`config.mk`:
```
export PLATFORM = sky130hd
export DESIGN_NAME = mcaf_ram
export DESIGN_NICKNAME = d
export VERILOG_FILES = /design/src/rtl/core/mcaf_ram.sv
export SDC_FILE = /design/constraint.sdc
export NUM_CORES = 1
export LEC_CHECK = 0
export BUFFER_PORTS_ARGS = -buffer_cell sky130_fd_sc_hd__buf_2
export CORE_ASPECT_RATIO = 0.8
export CORE_MARGIN = 2
export CORE_UTILIZATION = 45
export CTS_CLUSTER_DIAMETER = 40
export DETAILED_ROUTE_END_ITERATION = 6
export SYNTH_ARGS = -nofsm -noshare
export SYNTH_HDL_FRONTEND = slang
export SYNTH_SLANG_ARGS = --single-unit
```
`constraint.sdc`:
```
create_clock -name clk -period 2.35 [get_ports clk]
set_input_delay 0.1175 -clock clk [delete_from_list [all_inputs] [get_ports clk]]
set_output_delay 0.1175 -clock clk [all_outputs]
set_load 0.02 [all_outputs]
```
`src/rtl/core/mcaf_ram.sv`:
```
// Generic single-port-write, single-port-read RAM with registered read data.
`default_nettype none

module mcaf_ram #(
    parameter int WIDTH = 8,
    parameter int DEPTH = 16
) (
    input  wire                                          clk,
    input  wire                                          we,
    input  wire [((DEPTH > 1) ? $clog2(DEPTH) : 1)-1:0] waddr,
    input  wire [WIDTH-1:0]                              wdata,
    input  wire                                          re,
    input  wire [((DEPTH > 1) ? $clog2(DEPTH) : 1)-1:0] raddr,
    output logic [WIDTH-1:0]                             rdata
);

    logic [WIDTH-1:0] mem [DEPTH];

    always_ff @(posedge clk)
    begin
        if (we)
        begin
            mem[waddr] <= wdata;
        end
        if (re)
        begin
            rdata <= mem[raddr];
        end
    end

endmodule

`default_nettype wire

```
==> results.tsv <==
stage	metric	value	unit
clocking	Clk Latency, worst-skew pair	0.41	ns
grt	initial antenna violation count	0	
min_path	Hold WC Path Type	primary input to register	
cells_and_area	final instance area	0.00627	mm²
synthesis	YS warnings	0	
pwr	LEAKAGE	2.13	nW
worst_setup_path	CP cell instances	mux4_1 > a22oi_1 > nand2_1	
worst_setup_path	Crit Path Max Fanout	1	
synthesis	async set-reset flop share out of synthesis	0	%
route	Routed WL	10.3	mm
timing	setup_tns	0	ns
placed_design	Setup WS pre-CTS	0.498	ns
cells_and_area	layout cell share with drive strength beyond 1	32.4	%
timing	Hold Fails Final Rpt	0	
pwr	Pwr per Cell Area	930	mW/mm²
timing	max-slew violation count	0	
clocking	Hold-fix buffers, CTS	0	
clocking	Root Buffer	clkbuf_16	
timing	RSZ-0062 raised after global routing	false	
timing	relative slew slack	44.5	%
clocking	CTS buffer count	17	
route	Routed Antenna Nets	0	
worst_setup_path	crit end category	register	
clocking	H-tree levels	4	
die	die height	100	µm
clocking	Setup Buffers After CTS	0	
synthesis	synthesized instance count	229	
worst_setup_path	startpoint class of the critical path	register	
flow_run	MaxCap Viol Count	0	
status	outcome	finished, final reports clean	
timing	Tmin final	1.48	ns
placed_design	Post-DP HPWL	6.64	mm
cells_and_area	Layout Nets	305	
pwr	Design Power	0.00583	W
synthesis	cell area after synthesis	0.00523	mm²
timing	crit share post-route	62.9	%
synthesis	Mapped Nets	248	
grt	largest net degree at the start of global routing	17	
route	vias per cell	5.37	
die	Starting Density	45.7	%
synthesis	Synth area leader	edfxtp_1	
route	drt pass-1 iters	4	
die	num rows	35	
die	placeable core region	0.0114	mm²
cells_and_area	ant diodes	0	
timing	fmax	677	MHz
die	die footprint	0.0125	mm²
worst_setup_path	critical path's slowest cell	mux4_1	
cells_and_area	Area Growth Syn to Fin	19.9	%
synthesis	synth top area cells	edfxtp_1 (78%), mux4_2 (7.8%), mux4_1 (7.0%), a22oi_1 (2.3%), nor2_1 (0.93%)	
grt	vias in the first global route	2485	
pwr	peak supply drop	0.739	mV
grt	Remaining Overflow, GRT	0	
placed_design	placed inst area	0.00563	mm²
clocking	post_cts resized	0	
synthesis	post-synth cell types	18	
placed_design	Port Buffer Count	26	
route	Routed wire per std cell	23.0	µm
die	Die W	125	µm
synthesis	Yosys top cell area share	78.1	%
worst_setup_path	WP data arrival	1.63	ns
route	initial drt markers	231	
clocking	Clock transition at path regs	0.06	ns
route	vias post-DR	2401	
clocking	CTS tree	yes	
synthesis	Synth Register Bits	136	
timing	fin worst setup slack	0.872	ns
clocking	# clock sinks	136	
timing	Worst-Margin Slew	0.829	ns
timing	final setup vio count	0	
timing	worst clock skew	0.00817	ns
grt	Global Route Usage Sum	18.0	%
synthesis	main flop type after synthesis	edfxtp_1	
clocking	Max Buffers Root-to-Sink	2	
route	DRC Markers	0	
grt	first-pass GRT wire length	15.5	mm
placed_design	GPL Wtd Cong	0.742	
synthesis	number of flops mapped to enable cells by yosys	136	
worst_setup_path	Largest stage delay, worst path	0.53	ns
die	IO Count	27	
synthesis	Seq/Total Area, Yosys	78.1	%
worst_setup_path	crit path kind	register to register	
synthesis	Avg Cell Area, Syn	22.8	µm²
worst_setup_path	Data required, critical path	2.50	ns
-- state kept, by name, summed over array words and instances, names as in the netlist --
signal and count:
rdata 8, mem 128
-- worst paths after layout --
| check | from | to | slack (ns) | cells after the start |
|---|---|---|---|---|
| worst min-delay path | re | rdata[5] | 0.08 | 1 |
| worst max-delay path | mem[9][3] | rdata[3] | 0.87 | 3 |
| worst min register to register | mem[6][0] | rdata[0] | 0.75 | 3 |
| worst max register to register | mem[9][3] | rdata[3] | 0.87 | 3 |
-- cells in the final DEF (no fill, tap or decap), drive strengths merged --
master      n
a22oi      16
and2        1
and2b       1
buf        48
bufinv      5
clkbuf     18
clkinv      6
clkinvlp    3
edfxtp    136
mux4       32
nand2       9
nand2b      2
nand3       1
nand3b      2
nor2       13
nor2b       1
nor3        4
or3b        1
-- stage by stage --
stage,hold WS [ns],util [%],std cells
global placement,0.496,49.3,415
global route,0.0671,54.8,447
detailed placement,0.494,49.3,415
floorplan,0.216,-,229
finish,0.0796,54.8,447
CTS,0.0571,54.8,447
-- worst max-delay path: cells and delay by family (launching register included) --
family             cells  cell delay, ns
DFF                    1            0.36
muxes                  1            0.53
and+or+nand+nor        1            0.08
AOI/OAI and AO/OA      1            0.26
-- where the power goes --
part / internal [W] / switching [W]
Clock: 0.00187 / 0.000948
Combinational: 0.000109 / 0.000155
Sequential: 0.00273 / 0.0000155
Total: 0.00471 / 0.00112
-- cells in the mapped netlist, types with 2 or more instances --
library cell	instances
nand2b_1	2
edfxtp_1	136
buf_6	3
nor3_1	4
nor2_1	13
buf_2	3
a22oi_1	16
nand3b_1	2
mux4_1	14
clkdlybuf4s25_2	3
nand2_1	9
mux4_2	18
-- kinds of logic after synthesis --
kind of cell	synth area share, %
AO/OA/AOI/OAI	2.30
buffers and inverters	1.65
flip-flops	78.1
multiplexers	14.8
AND/OR/NAND/NOR	3.14
-- metal layers --
metal  track usage, %  vias to the layer above  part of all wire [%]
met1             26.3                     1242                    49
met4             5.96                        0                   1.3
met2             26.1                       52                    45
met3             5.54                       11                   4.7
li1                 -                     1096                     -
met5                0                        -                     0
-- area by class of cell --
class	count	area [µm²]
clock buffer	18	429
clock inverter	14	205
fill	878	5160
multi-input combinational	83	1060
sequential	136	4080
tap	148	185
timing repair buffer	48	308
Power figures use the tool's default switching activity.
