$ cat src/rtl/core/mcaf_pkg.sv
// Shared types, codes and constants for the converter calibration and filter block.
`default_nettype none

package mcaf_pkg;

    // channel store
    localparam int CHANNELS = 12;
    localparam int ADDR_W   = (CHANNELS > 1) ? $clog2(CHANNELS) : 1;
    localparam int CH_W     = 4;

    // item codes
    localparam logic [1:0] CMD_SAMPLE = 2'd0;
    localparam logic [1:0] CMD_GAIN   = 2'd1;
    localparam logic [1:0] CMD_OFFSET = 2'd2;
    localparam logic [1:0] CMD_FILTER = 2'd3;

    localparam logic [1:0] ST_DONE = 2'd0;
    localparam logic [1:0] ST_SAME = 2'd1;
    localparam logic [1:0] ST_IGN  = 2'd2;

    // reset codes and accepted ranges
    localparam logic [13:0] GAIN_RST   = 14'd10018;
    localparam logic [15:0] OFFSET_RST = 16'd20000;
    localparam logic [14:0] FILTER_RST = 15'd10000;

    localparam logic [15:0] GAIN_LO   = 16'd9801;
    localparam logic [15:0] GAIN_HI   = 16'd10199;
    localparam logic [15:0] OFFSET_LO = 16'd1;
    localparam logic [15:0] OFFSET_HI = 16'd39999;
    localparam logic [15:0] FILTER_LO = 16'd1;
    localparam logic [15:0] FILTER_HI = 16'd19999;

    localparam logic [15:0] ONE_CODE    = 16'd10000;
    localparam logic [16:0] OFFSET_ZERO = 17'd20000;

    // 65535 * 10000 and twice that
    localparam logic [29:0] FULL_ONE  = 30'd655350000;
    localparam logic [30:0] FULL_ONE2 = 31'd1310700000;

    // floor(2^62 / FULL_ONE2), reciprocal for the scaling quotient
    localparam logic [31:0] RECIP_V = 32'((64'd1 << 62) / 64'(FULL_ONE2));

    // serial divider
    localparam int NUM_W = 52;              // numerator magnitude
    localparam int DSH_W = 53;              // aligned divisor
    localparam int Q_W   = 33;              // quotient magnitude
    localparam int QUO_W = Q_W + 1;         // signed quotient
    localparam int CNT_W = 6;

    localparam logic [CNT_W-1:0] S_ITERS = 6'd33;

    typedef struct packed {
        logic [13:0]        gain;
        logic [15:0]        offset;
        logic [14:0]        filter;
        logic signed [31:0] result;
    } row_t;

    localparam row_t ROW_RST = '{
        gain:   GAIN_RST,
        offset: OFFSET_RST,
        filter: FILTER_RST,
        result: 32'sd0
    };

    typedef struct packed {
        logic             start;
        logic             neg;
        logic [NUM_W-1:0] mag;
        logic [DSH_W-1:0] den;
        logic [CNT_W-1:0] iters;
    } div_req_t;

    typedef struct packed {
        logic                    done;
        logic signed [QUO_W-1:0] quo;
    } div_rsp_t;

endpackage

`default_nettype wire

$ cat src/rtl/core/mcaf_div.sv
// Bit-serial signed floor divider, one quotient bit per cycle.
`default_nettype none

module mcaf_div (
    input  wire                       clk,
    input  wire                       rst_n,
    input  wire mcaf_pkg::div_req_t   req,
    output mcaf_pkg::div_rsp_t        rsp
);

    logic                                busy_reg;
    logic                                done_reg;
    logic [mcaf_pkg::CNT_W-1:0]          cnt_reg;
    logic                                neg_reg;
    logic [mcaf_pkg::NUM_W-1:0]          rem_reg;
    logic [mcaf_pkg::DSH_W-1:0]          dsh_reg;
    logic [mcaf_pkg::Q_W-1:0]            q_reg;

    logic                                fits;
    logic [mcaf_pkg::DSH_W-1:0]          rem_next;

    assign fits     = {1'b0, rem_reg} >= dsh_reg;
    assign rem_next = {1'b0, rem_reg} - dsh_reg;

    always_ff @(posedge clk or negedge rst_n)
    begin
        if (!rst_n)
        begin
            busy_reg <= 1'b0;
            done_reg <= 1'b0;
            cnt_reg  <= '0;
        end
        else
        begin
            done_reg <= 1'b0;
            if (req.start)
            begin
                busy_reg <= 1'b1;
                cnt_reg  <= req.iters;
            end
            else if (busy_reg)
            begin
                cnt_reg <= cnt_reg - 1'b1;
                if (cnt_reg == mcaf_pkg::CNT_W'(1))
                begin
                    busy_reg <= 1'b0;
                    done_reg <= 1'b1;
                end
            end
        end
    end

    always_ff @(posedge clk)
    begin
        if (req.start)
        begin
            neg_reg <= req.neg;
            rem_reg <= req.mag;
            dsh_reg <= req.den;
            q_reg   <= '0;
        end
        else if (busy_reg)
        begin
            if (fits)
            begin
                rem_reg <= rem_next[mcaf_pkg::NUM_W-1:0];
            end
            q_reg   <= {q_reg[mcaf_pkg::Q_W-2:0], fits};
            dsh_reg <= dsh_reg >> 1;
        end
    end

    // floor for a negative numerator: -q when exact, else -q-1
    always_comb
    begin
        rsp.done = done_reg;
        if (!neg_reg)
        begin
            rsp.quo = $signed({1'b0, q_reg});
        end
        else if (|rem_reg)
        begin
            rsp.quo = $signed(~{1'b0, q_reg});
        end
        else
        begin
            rsp.quo = -$signed({1'b0, q_reg});
        end
    end

endmodule

`default_nettype wire

$ cat config.mk
export PLATFORM = sky130hd
export DESIGN_NAME = mcaf_div
export DESIGN_NICKNAME = d
export VERILOG_FILES = /design/src/rtl/core/mcaf_pkg.sv /design/src/rtl/core/mcaf_div.sv
export SDC_FILE = /design/constraint.sdc
export NUM_CORES = 1
export LEC_CHECK = 0
export BUFFER_PORTS_ARGS = -buffer_cell sky130_fd_sc_hd__buf_2
export CORE_MARGIN = 2
export CORE_UTILIZATION = 53
export DETAILED_ROUTE_END_ITERATION = 6
export PLACE_DENSITY = 0.82
export SETUP_SLACK_MARGIN = 0.05
export SLEW_MARGIN = 20
export SYNTH_ARGS = -nofsm -noshare
export SYNTH_HDL_FRONTEND = slang
export SYNTH_SLANG_ARGS = --single-unit
$ cat constraint.sdc
create_clock -name clk -period 4.3 [get_ports clk]
set_input_delay 0.86 -clock clk [delete_from_list [all_inputs] [get_ports clk]]
set_output_delay 0.86 -clock clk [all_outputs]
set_load 0.005 [all_outputs]
==> impl_results.md, run 1 <==
* Outcome: finished with violations
* Failing checks: negative setup slack
* Initial DRC Count at 817
* Clk buf depth at 2
* Max transition margin at 0.2960
* Final instance area at 11810 um2
* Clock sink count at 147
* Final WS setup at -0.1592 ns
* Seq cells post-synth at 147
* Pin count of the biggest net entering global routing at 100
* Vias per cell at 5.965
* GRT Total Usage at 0.2632
* Cell with the most instances after synthesis: nand2_1
* Detailed-route wire length per cell at 17.70 um
* GP Congestion at 0.9896
* Vias in the first global route at 8467
* CTS tree: built
* Die Ht at 142.5 um
* Gate Count Post-Synth at 1155
* Via count at 9085
* Post-synth top cells: nand2_1, o21ai_0, edfxtp_1
* Final Hold Vio Count at 0
* CTS clock-pin slew for the worst setup and hold paths at 0.06 ns
* Die width at 142.5 um
* Minimum clock period at 4.459 ns
* Cell Area, Synth at 10160 um2
* Worst R2R Start: rem_reg[10]
* Worst Clk Skew at 0.01226 ns
* Avg Cell Area, Syn at 8.800 um2
* Final core utilization at 0.6291
* Antenna violations before repair at 4
* Area grow syn2layout at 16.16%
* Antenna viol nets, final at 0
* Worst hold slack at 0.2592 ns
* Pre-antenna DRT Iters at 5
* Worst-margin pin slew at 1.053 ns
* R2R Path End: rem_reg[50]
* Power, Total at 7.499 mW
* Yosys top cell area share at 0.3132
* Detailed Route WL at 26.95 mm
* Setup violators final at 7
* H-tree lvl count at 4
* CTS buffer count at 17
* Synth Flop Type: edfxtp_1
* # nets final at 1444
* Clock root cell: clkbuf_16
* I/O Buffers at 149
* Critical Path End Type: primary output
* VDD IR max at 0.0003115 V
* Pleak at 5.258 nW
* CORE AREA at 18770 um2
* Max Fanout on Critical Path at 5
* Placed Area at 11060 um2
* RSZ-0062 raised after global routing: true
* Fin Setup TNS at -0.5732 ns
* Hold Buf Count CTS at 0
* Final worst-path cycle share at 1.037
* Number of synthesized flops with an enable pin at 106
* Sequential fraction of the synthesis area at 0.3979
* Overflow after GRT at 0
* Starting Density at 0.5415
* Worst Hold Class: primary input to async pin
* Slew Viols, Final at 0
* Power per cell area at 635.1 nW/um2
* Worst-Skew Late Latency at 0.44 ns
* CP Capture Point: rsp[30]
* Syn nets at 1326
* Worst path arrival time at 3.60 ns
* Async set or reset register ratio after synthesis at 0.05442
* DRC violations left at 0
* Synth Warn # at 0
* Share of layout cells above drive strength 1 at 0.1827
* Required @ worst endpoint at 3.44 ns
* # rows at 50
* Worst reg-to-reg path cell count at 9
* HPWL after DPL at 19.37 mm
* I/O pin count at 150
* Max-cap violations at 0
* Max FFs per register at 53
* R2r setup slk at 0.50 ns
* Die area at 20300 um2
* Global-route wire length before repair at 42.59 mm
* Synth cell types at 68
* Fillers at 1579
* Fmax at 224.3 MHz
* Critical path origin: q_reg[6]
* Crit path launch type: register
* Cell taking the most area after synthesis: edfxtp_1
* Top post-synthesis cells by area: edfxtp_1, ha_1, dfxtp_1
* Crit Path Category: register to primary output
[cells in the final DEF (no fill, tap or decap), types with 5 or more instances in the layout]
master,synthesis,routed
a211oi_1,8,8
a21o_1,36,36
a21oi_1,55,55
a31oi_1,8,8
and2_1,6,6
and3_1,5,5
buf_2,0,148
buf_4,1,13
clkbuf_16,0,17
dfrtp_1,8,7
dfxtp_1,33,31
edfxtp_1,106,106
ha_1,55,55
inv_1,85,85
mux2i_1,36,36
nand2_1,156,155
nand2b_1,5,5
nand3_1,23,22
nand4_1,19,19
nor2_1,63,63
nor2b_1,6,6
nor3_1,17,17
nor3b_1,6,6
nor4_1,24,18
nor4_2,0,6
o211ai_1,5,5
o21a_1,8,8
o21ai_0,128,128
o21bai_1,12,12
o31ai_1,17,17
or4_1,5,5
xnor2_1,54,54
xor2_1,15,15
[report_power, final]
group / internal (mW) / leakage (nW) / switching (mW)
sequential: 2.00 / 1.48 / 0.248
combinational: 1.52 / 3.49 / 2.28
clock: 0.822 / 0.283 / 0.636
[worst min path at each step]
stage | startpoint | to | slack, ns | depth (start not counted)
4_1_cts | rst_n | cnt_reg[0] | 0.25 | 1
3_5_place_dp | cnt_reg[2] | done_reg | 0.52 | 1
3_3_place_gp | cnt_reg[2] | done_reg | 0.52 | 1
5_1_grt | rst_n | done_reg | 0.26 | 1
6_report | rst_n | cnt_reg[0] | 0.26 | 1
2_1_floorplan | cnt_reg[3] | done_reg | 0.49 | 1
[cell type report]
cell class	count	area [um2]	share of cell area
multi-input cells	855	5640	0.4777
well taps	234	292.8	0.02480
inverters	85	319.1	0.02702
repair buffers	167	927.1	0.07853
clock buffers	19	442.9	0.03752
clock inverters	13	123.9	0.01049
flip-flops and latches	147	4053	0.3433
diodes	3	7.507	0.0006359
[timing repair]
item,CTS,global route
resized for setup,7,12
buffers inserted,6,1
pin swaps,9,4
endpoints found under the setup margin,11,16
[worst max-delay path, stage by stage (launching register included)]
cell	delay (ns)
dfxtp_1	0.37
or4_4	0.51
or3_4	0.39
nand4bb_4	0.21
or4_4	0.44
buf_6	0.13
or4_4	0.52
o31ai_1	0.30
xnor2_1	0.16
buf_2	0.13
[logic make-up (layout without fill, tap and decap cells)]
kind of cell,after synthesis,in the layout,share of synthesized area
AND/OR/NAND/NOR,360,360,0.1696
AO/OA/AOI/OAI,330,330,0.2066
buffers and inverters,153,284,0.05688
flip-flops,147,147,0.3979
XOR/XNOR,69,69,0.05946
adder cells (fa/ha/maj),56,56,0.06968
multiplexers,40,40,0.03989
other,0,3,0
[routing by layer]
metal | vias up | routed length (um) | global-route usage
met5 | - | 12 | 0
met4 | 2 | 556 | 0.08494
met3 | 49 | 1980 | 0.05855
met2 | 380 | 12470 | 0.4251
met1 | 4225 | 11930 | 0.3527
li1 | 4429 | - | -
[stage by stage]
step | worst slack, ns | instances
3_3_place_gp | 0.2929 | 1480
5_1_grt | -0.2299 | 1521
2_1_floorplan | 0.5146 | 1155
3_5_place_dp | 0.2097 | 1480
4_1_cts | -0.1599 | 1518
6_report | -0.1592 | 1523
Note: power is estimated with default switching activity, not from simulation.
==> run 2, diff against run 1 <==
--- a/config.mk
+++ b/config.mk
@@ -5,9 +5,10 @@
 export SDC_FILE = /design/constraint.sdc
 export NUM_CORES = 1
 export LEC_CHECK = 0
+export ABC_AREA = 1
 export BUFFER_PORTS_ARGS = -buffer_cell sky130_fd_sc_hd__buf_2
 export CORE_MARGIN = 2
-export CORE_UTILIZATION = 53
+export CORE_UTILIZATION = 54
 export DETAILED_ROUTE_END_ITERATION = 6
 export PLACE_DENSITY = 0.82
 export SETUP_SLACK_MARGIN = 0.05
==> impl_results.md, run 2 <==
* Required @ worst endpoint at 3.44 ns (about the same)
* Via count at 12.31k (+35%)
* Worst path arrival time at 3.04 ns (-0.56 ns)
* CORE AREA at 22500 um2 (+20%)
* Overflow after GRT at 0 (unchanged)
* Worst-margin pin slew at 0.7288 ns (-0.3246 ns)
* Max Fanout on Critical Path at 39 (+34)
* CTS tree: built
* Max-cap violations at 0 (unchanged)
* Finished Layout Cells at 2343 (+54%)
* Global-route wire length before repair at 57.70 mm (+35%)
* Clock root cell: clkbuf_16
* Initial DRC Count at 800 (-2.1%)
* Post-CTS Setup Bufs at 0 (-6)
* Starting Density at 0.5453 (+0.003754)
* Pin count of the biggest net entering global routing at 70 (-30%)
* GRT Total Usage at 0.3047 (+0.04144)
* Clock sink count at 147 (unchanged)
* Final core utilization at 0.6150 (-0.01411)
* Antenna Cells at 0 (-3)
* Crit path launch type: register
* Detailed-route wire length per cell at 15.53 um (-12%)
* Hold Buf Count CTS at 0 (unchanged)
* # rows at 55 (+10%)
* Antenna viol nets, final at 0 (unchanged)
* Cell with the most instances after synthesis: nand2_1
* Gate Count Post-Synth at 1910 (+65%)
* Syn nets at 2081 (+57%)
* Post-synth top cells: nand2_1, inv_1, nor2_1
* Power per cell area at 638.2 nW/um2 (+0.49%)
* Final Hold Vio Count at 0 (unchanged)
* Post_cts resized at 0 (-7)
* Number of synthesized flops with an enable pin at 106 (unchanged)
* Slew Viols, Final at 0 (unchanged)
* Setup violators final at 0 (-7)
* Final worst-path cycle share at 0.9065 (-0.1305)
* GP Congestion at 1.023 (+3.3%)
* I/O pin count at 150 (unchanged)
* RSZ-0062 raised after global routing: false
* VDD IR max at 0.0003642 V (+17%)
* Vias per cell at 5.253 (-12%)
* Clk buf depth at 2 (unchanged)
* Cell Area, Synth at 12270 um2 (+21%)
* Vias in the first global route at 11.60k (+37%)
* Worst Hold Class: primary input to async pin
* HPWL after DPL at 29.38 mm (+52%)
* Max transition margin at 0.5134 (+0.2175)
* # nets final at 2216 (+53%)
* Async set or reset register ratio after synthesis at 0.05442 (unchanged)
* Die width at 154.7 um (+8.6%)
* Most common cell after layout, fill and taps aside: nand2_1
* Share of layout cells above drive strength 1 at 0.1327 (-0.05008)
* Crit Path Category: register to primary output
* Pre-antenna DRT Iters at 6 (+1)
* Sequential fraction of the synthesis area at 0.3296 (-0.06832)
* CTS buffer count at 17 (unchanged)
* Minimum clock period at 3.898 ns (-0.5611 ns)
* Synth Warn # at 0 (unchanged)
* Cell taking the most area after synthesis: edfxtp_1
* CTS clock-pin slew for the worst setup and hold paths at 0.07 ns (about the same)
* H-tree lvl count at 4 (unchanged)
* Yosys top cell area share at 0.2594 (-0.05378)
* Area grow syn2layout at 12.78%
* Commonest non-fill, non-tap cells in the layout: nand2_1, inv_1, buf_2
* Critical Path End Type: primary output
* Top post-synthesis cells by area: edfxtp_1, nand2_1, inv_1
* Detailed Route WL at 36.38 mm (+35%)
* Fmax at 256.5 MHz (+14%)
* Synth cell types at 45 (-34%)
* Worst-Skew Late Latency at 0.45 ns (about the same)
* Fin Setup TNS at 0 ns (+0.5732 ns)
* I/O Buffers at 149 (unchanged)
* Antenna violations before repair at 0 (-4)
* Worst Clk Skew at 0.01666 ns (+0.004398 ns)
* Die area at 23940 um2 (+18%)
* Avg Cell Area, Syn at 6.424 um2 (-27%)
* Max FFs per register at 53 (unchanged)
* Die Ht at 154.7 um (+8.6%)
* Synth Flop Type: edfxtp_1
* Outcome: completed
* Pleak at 7.379 nW (+40%)
* Seq cells post-synth at 147 (unchanged)
* DRC violations left at 0 (unchanged)
* Placed cells at 2311 (+56%)
==> run 2: changes by cell type in the layout (fill, tap and decap cells not counted), sizes merged, moves of 35 or more <==
| cell | previous run | this run |
|---|---|---|
| mux2i | 36 | 0 |
| nor2 | 63 | 171 |
| nand2 | 156 | 718 |
| a21o | 36 | 1 |
| inv | 92 | 349 |
| xnor2 | 54 | 10 |
| nand3 | 23 | 120 |
==> run 2: logic make-up after synthesis <==
family | after synthesis | share of synthesized area
compound gates | 200 | 0.08861
fa+ha+maj | 56 | 0.05771
flops | 147 | 0.3296
simple gates | 1078 | 0.3721
xor+xnor | 44 | 0.03141
buf+inv | 385 | 0.1206
==> run 2: area by class of cell <==
| class | instances | area, um2 |
|---|---|---|
| multi-input combinational | 1378 | 6749 |
| tap | 285 | 356.6 |
| clock buffer | 17 | 425.4 |
| fill | 2159 | 8665 |
| sequential | 147 | 4044 |
| inverter | 344 | 1291 |
| timing repair buffer | 157 | 833.3 |
| clock inverter | 15 | 138.9 |
==> run 2: where the power goes <==
group	internal (mW)	switching, mW	total (mW)
Combinational	1.69	3.50	5.19
Clock	0.763	0.702	1.46
Sequential	1.99	0.183	2.17
==> run 2: worst paths after layout <==
check	startpoint	end	slack (ns)	depth (start not counted)
hold / removal	rst_n	cnt_reg[5]	0.25	1
max in group asynchronous	rst_n	cnt_reg[2]	3.86	1
hold reg to reg	cnt_reg[4]	cnt_reg[4]	0.55	2
setup reg to reg	rem_reg[35]	rem_reg[39]	1.23	12
min in group clk	cnt_reg[4]	cnt_reg[4]	0.55	2
setup / recovery	rem_reg[47]	rsp[7]	0.40	12
==> run 2: metrics by stage <==
| step | power, mW | worst slack, ns | area [um2] | hold slack [ns] |
|---|---|---|---|---|
| 6_report | 8.832 | 0.4020 | 13840 | 0.2546 |
| 5_1_grt | 9.556 | 0.1921 | 13840 | 0.2571 |
| 4_1_cts | 8.798 | 0.4377 | 13840 | 0.2449 |
| 2_1_floorplan | 5.878 | 1.240 | 12270 | 0.4784 |
| 3_3_place_gp | 7.201 | 1.020 | 13270 | 0.5239 |
| 3_5_place_dp | 7.312 | 0.9214 | 13270 | 0.5386 |
==> run 2: critical path, cell delays in order (launching register included) <==
cell	delay, ns
edfxtp_1	0.39
nor2_1	0.12
nand2_1	0.07
nor2_1	0.19
nand2_1	0.11
nor2_1	0.17
nand2_1	0.32
inv_2	0.57
nand2_2	0.14
nand2_2	0.11
o21ai_1	0.08
xor2_1	0.16
buf_2	0.13
==> run 2: per-layer routing <==
metal	global-route usage	part of all wire	vias to the layer above
met1	0.3868	0.44	5615
met5	0	0	-
met3	0.03362	0.040	73
met4	0.1098	0.030	0
met2	0.5378	0.49	361
li1	-	-	6259
==> run 3, diff against run 2 <==
--- a/config.mk
+++ b/config.mk
@@ -8,9 +8,9 @@
 export ABC_AREA = 1
 export BUFFER_PORTS_ARGS = -buffer_cell sky130_fd_sc_hd__buf_2
 export CORE_MARGIN = 2
-export CORE_UTILIZATION = 54
+export CORE_UTILIZATION = 61
 export DETAILED_ROUTE_END_ITERATION = 6
-export PLACE_DENSITY = 0.82
+export PLACE_DENSITY = 0.87
 export SETUP_SLACK_MARGIN = 0.05
 export SLEW_MARGIN = 20
 export SYNTH_ARGS = -nofsm -noshare
==> constraint.sdc (replaced) <==
create_clock -name clk -period 4.5 [get_ports clk]
set_input_delay 0.9 -clock clk [delete_from_list [all_inputs] [get_ports clk]]
set_output_delay 0.9 -clock clk [all_outputs]
set_load 0.005 [all_outputs]
==> impl_results.md, run 3 (same netlist as run 2, synthesis figures left out) <==
* Die Ht at 145.8 um (-5.8%)
* # rows at 51 (-7.3%)
* Vias in the first global route at 12.04k (+3.8%)
* Switching portion of total power at 0.4933 (-0.003629)
* GP Congestion at 0.9961 (-2.6%)
* Minimum clock period at 3.913 ns
* Outcome: finished with violations
* CTS clock-pin slew for the worst setup and hold paths at 0.07 ns (about the same)
* Max-cap violations at 0 (unchanged)
* Sequential Power Share at 0.247 (about the same)
* DRC violations left at 2 (+2)
* RSZ-0062 raised after global routing: false
* Max transition margin at 0.3394 (-0.1740)
* Antenna viol nets, final at 0 (unchanged)
* Most common cell after layout, fill and taps aside: nand2_1
* Share of layout cells above drive strength 1 at 0.1313 (-0.001394)
* Max Fanout on Critical Path at 39 (unchanged)
* Overflow after GRT at 0 (unchanged)
* Slew Viols, Final at 0 (unchanged)
* Final Hold Vio Count at 0 (unchanged)
* Antenna Cells at 0 (unchanged)
* Clock power share at 0.162 (-0.004)
* Clock root cell: clkbuf_16
* Global-route wire length before repair at 58.71 mm (+1.7%)
* Post_cts resized at 0 (unchanged)
* Net switching power at 4.156 mW (-5.3%)
* Critical Path End Type: primary output
* Clk buf depth at 2 (unchanged)
* Failing checks: design-rule violations
* Worst R2R Start: rem_reg[35]
* Die width at 145.8 um (-5.8%)
* Area grow syn2layout at 12.24%
* Worst path arrival time at 3.01 ns (-0.03 ns)
* H-tree lvl count at 4 (unchanged)
* Internal power at 4.269 mW (-3.9%)
* Power, Total at 8.425 mW (-4.6%)
* Fmax at 255.5 MHz
* Placed Area at 13230 um2 (-0.34%)
* I/O pin count at 150 (unchanged)
* CORE AREA at 19590 um2 (-13%)
* Clock sink count at 147 (unchanged)
* Pin count of the biggest net entering global routing at 89 (+27%)
* Logic pwr share at 0.591 (+0.003)
* Initial DRC Count at 921 (+15%)
* CTS buffer count at 17 (unchanged)
* Fin Setup TNS at 0 ns (unchanged)
* VDD IR max at 0.0003832 V (+5.2%)
* # nets final at 2215 (-0.045%)
* Required @ worst endpoint at 3.60 ns (+0.16 ns)
* Final worst-path cycle share at 0.8696
* Commonest non-fill, non-tap cells in the layout: nand2_1, inv_1, buf_2
* Vias per cell at 5.337 (+1.6%)
* Pleak at 7.352 nW (-0.36%)
* Worst-margin pin slew at 0.9848 ns (+0.2560 ns)
* Antenna violations before repair at 0 (unchanged)
* Die area at 21270 um2 (-11%)
* HPWL after DPL at 28.94 mm (-1.5%)
* Pre-antenna DRT Iters at 7 (+1)
* Critical path origin: rem_reg[47]
* Detailed Route WL at 36.39 mm (about the same)
* Crit path launch type: register
* Via count at 12.39k (+0.68%)
* CTS tree: built
* Worst Hold Class: primary input to async pin
* I/O Buffers at 149 (unchanged)
* Worst-Skew Late Latency at 0.44 ns (about the same)
* Starting Density at 0.6264 (+0.08108)
* Placed cells at 2290 (-0.91%)
* Hold Buf Count CTS at 0 (unchanged)
* Power per cell area at 611.8 nW/um2 (-4.1%)
* Post-CTS Setup Bufs at 0 (unchanged)
* Crit Path Category: register to primary output
* GRT Total Usage at 0.3457 (+0.04101)
* Finished Layout Cells at 2322 (-0.90%)
* Detailed-route wire length per cell at 15.67 um (+0.95%)
* Max FFs per register at 53 (unchanged)
* Setup violators final at 0 (unchanged)
* Final instance area at 13770 um2 (-0.48%)
* Worst Clk Skew at 0.01433 ns (-0.002328 ns)
## run 3: cell types whose count changed in the layout (fill, tap and decap cells not counted)
cell | before | now
buf_12 | 2 | 1
bufinv_16 | 0 | 1
clkbuf_1 | 0 | 1
clkinv_1 | 4 | 5
clkinv_2 | 0 | 3
clkinv_8 | 1 | 0
clkinvlp_2 | 0 | 2
clkinvlp_4 | 4 | 5
inv_6 | 7 | 1
inv_8 | 2 | 0
## run 3: power by group through the flow
stage	Clock, mW	Combinational, mW	Sequential (mW)
finish	1.36	4.98	2.08
global route	1.42	5.57	2.11
detailed placement	0	4.86	2.10
floorplan	0	3.56	2.06
global placement	0	4.78	2.07
CTS	1.37	4.91	2.08
## run 3: per-layer routing
metal	track usage	vias to the layer above	share of wire	wire (um)
met5	0	-	0	0
met4	0.1461	0	0.037	1341
met3	0.06113	86	0.067	2426
met2	0.5936	486	0.48	17290
met1	0.4289	5555	0.42	15340
li1	-	6265	-	-
## run 3: final cells by class
class,instances,area [um2]
Clock inverter,14,113.9
Timing Repair Buffer,156,813.3
Tap cell,265,331.6
Clock buffer,18,429.2
Sequential cell,147,4044
Inverter,344,1291
Fill cell,1753,5818
Multi-Input combinational cell,1378,6749
## run 3: per-stage QoR
step | utilization | hold slack (ns) | worst slack, ns
finish | 0.7030 | 0.2983 | 0.5867
CTS | 0.7030 | 0.3001 | 0.5785
global placement | 0.6753 | 0.5217 | 1.179
global route | 0.7030 | 0.3024 | 0.2868
floorplan | - | 0.4784 | 1.440
detailed placement | 0.6753 | 0.5362 | 1.047
## run 3: worst max-delay path, cell delays in order (launching register included)
cell and delay [ns]:
edfxtp_1 0.40, nor2_1 0.12, nand2_1 0.07, nor2_1 0.16, nand2_1 0.08, nor2_1 0.20, nand2_1 0.34, inv_2 0.55
nand2_2 0.15, nand2_2 0.11, o21ai_1 0.08, xor2_1 0.16, buf_2 0.13
## run 3: path summary, 6_finish.rpt
kind	slack, ns	cells after the start	endpoint
worst max-delay path	0.59	12	rsp[7]
min in group clk	0.55	2	q_reg[3]
worst min register to register	0.55	2	q_reg[3]
worst min-delay path	0.30	1	busy_reg
max in group asynchronous	4.03	1	cnt_reg[1]
worst max register to register	1.61	12	rem_reg[41]
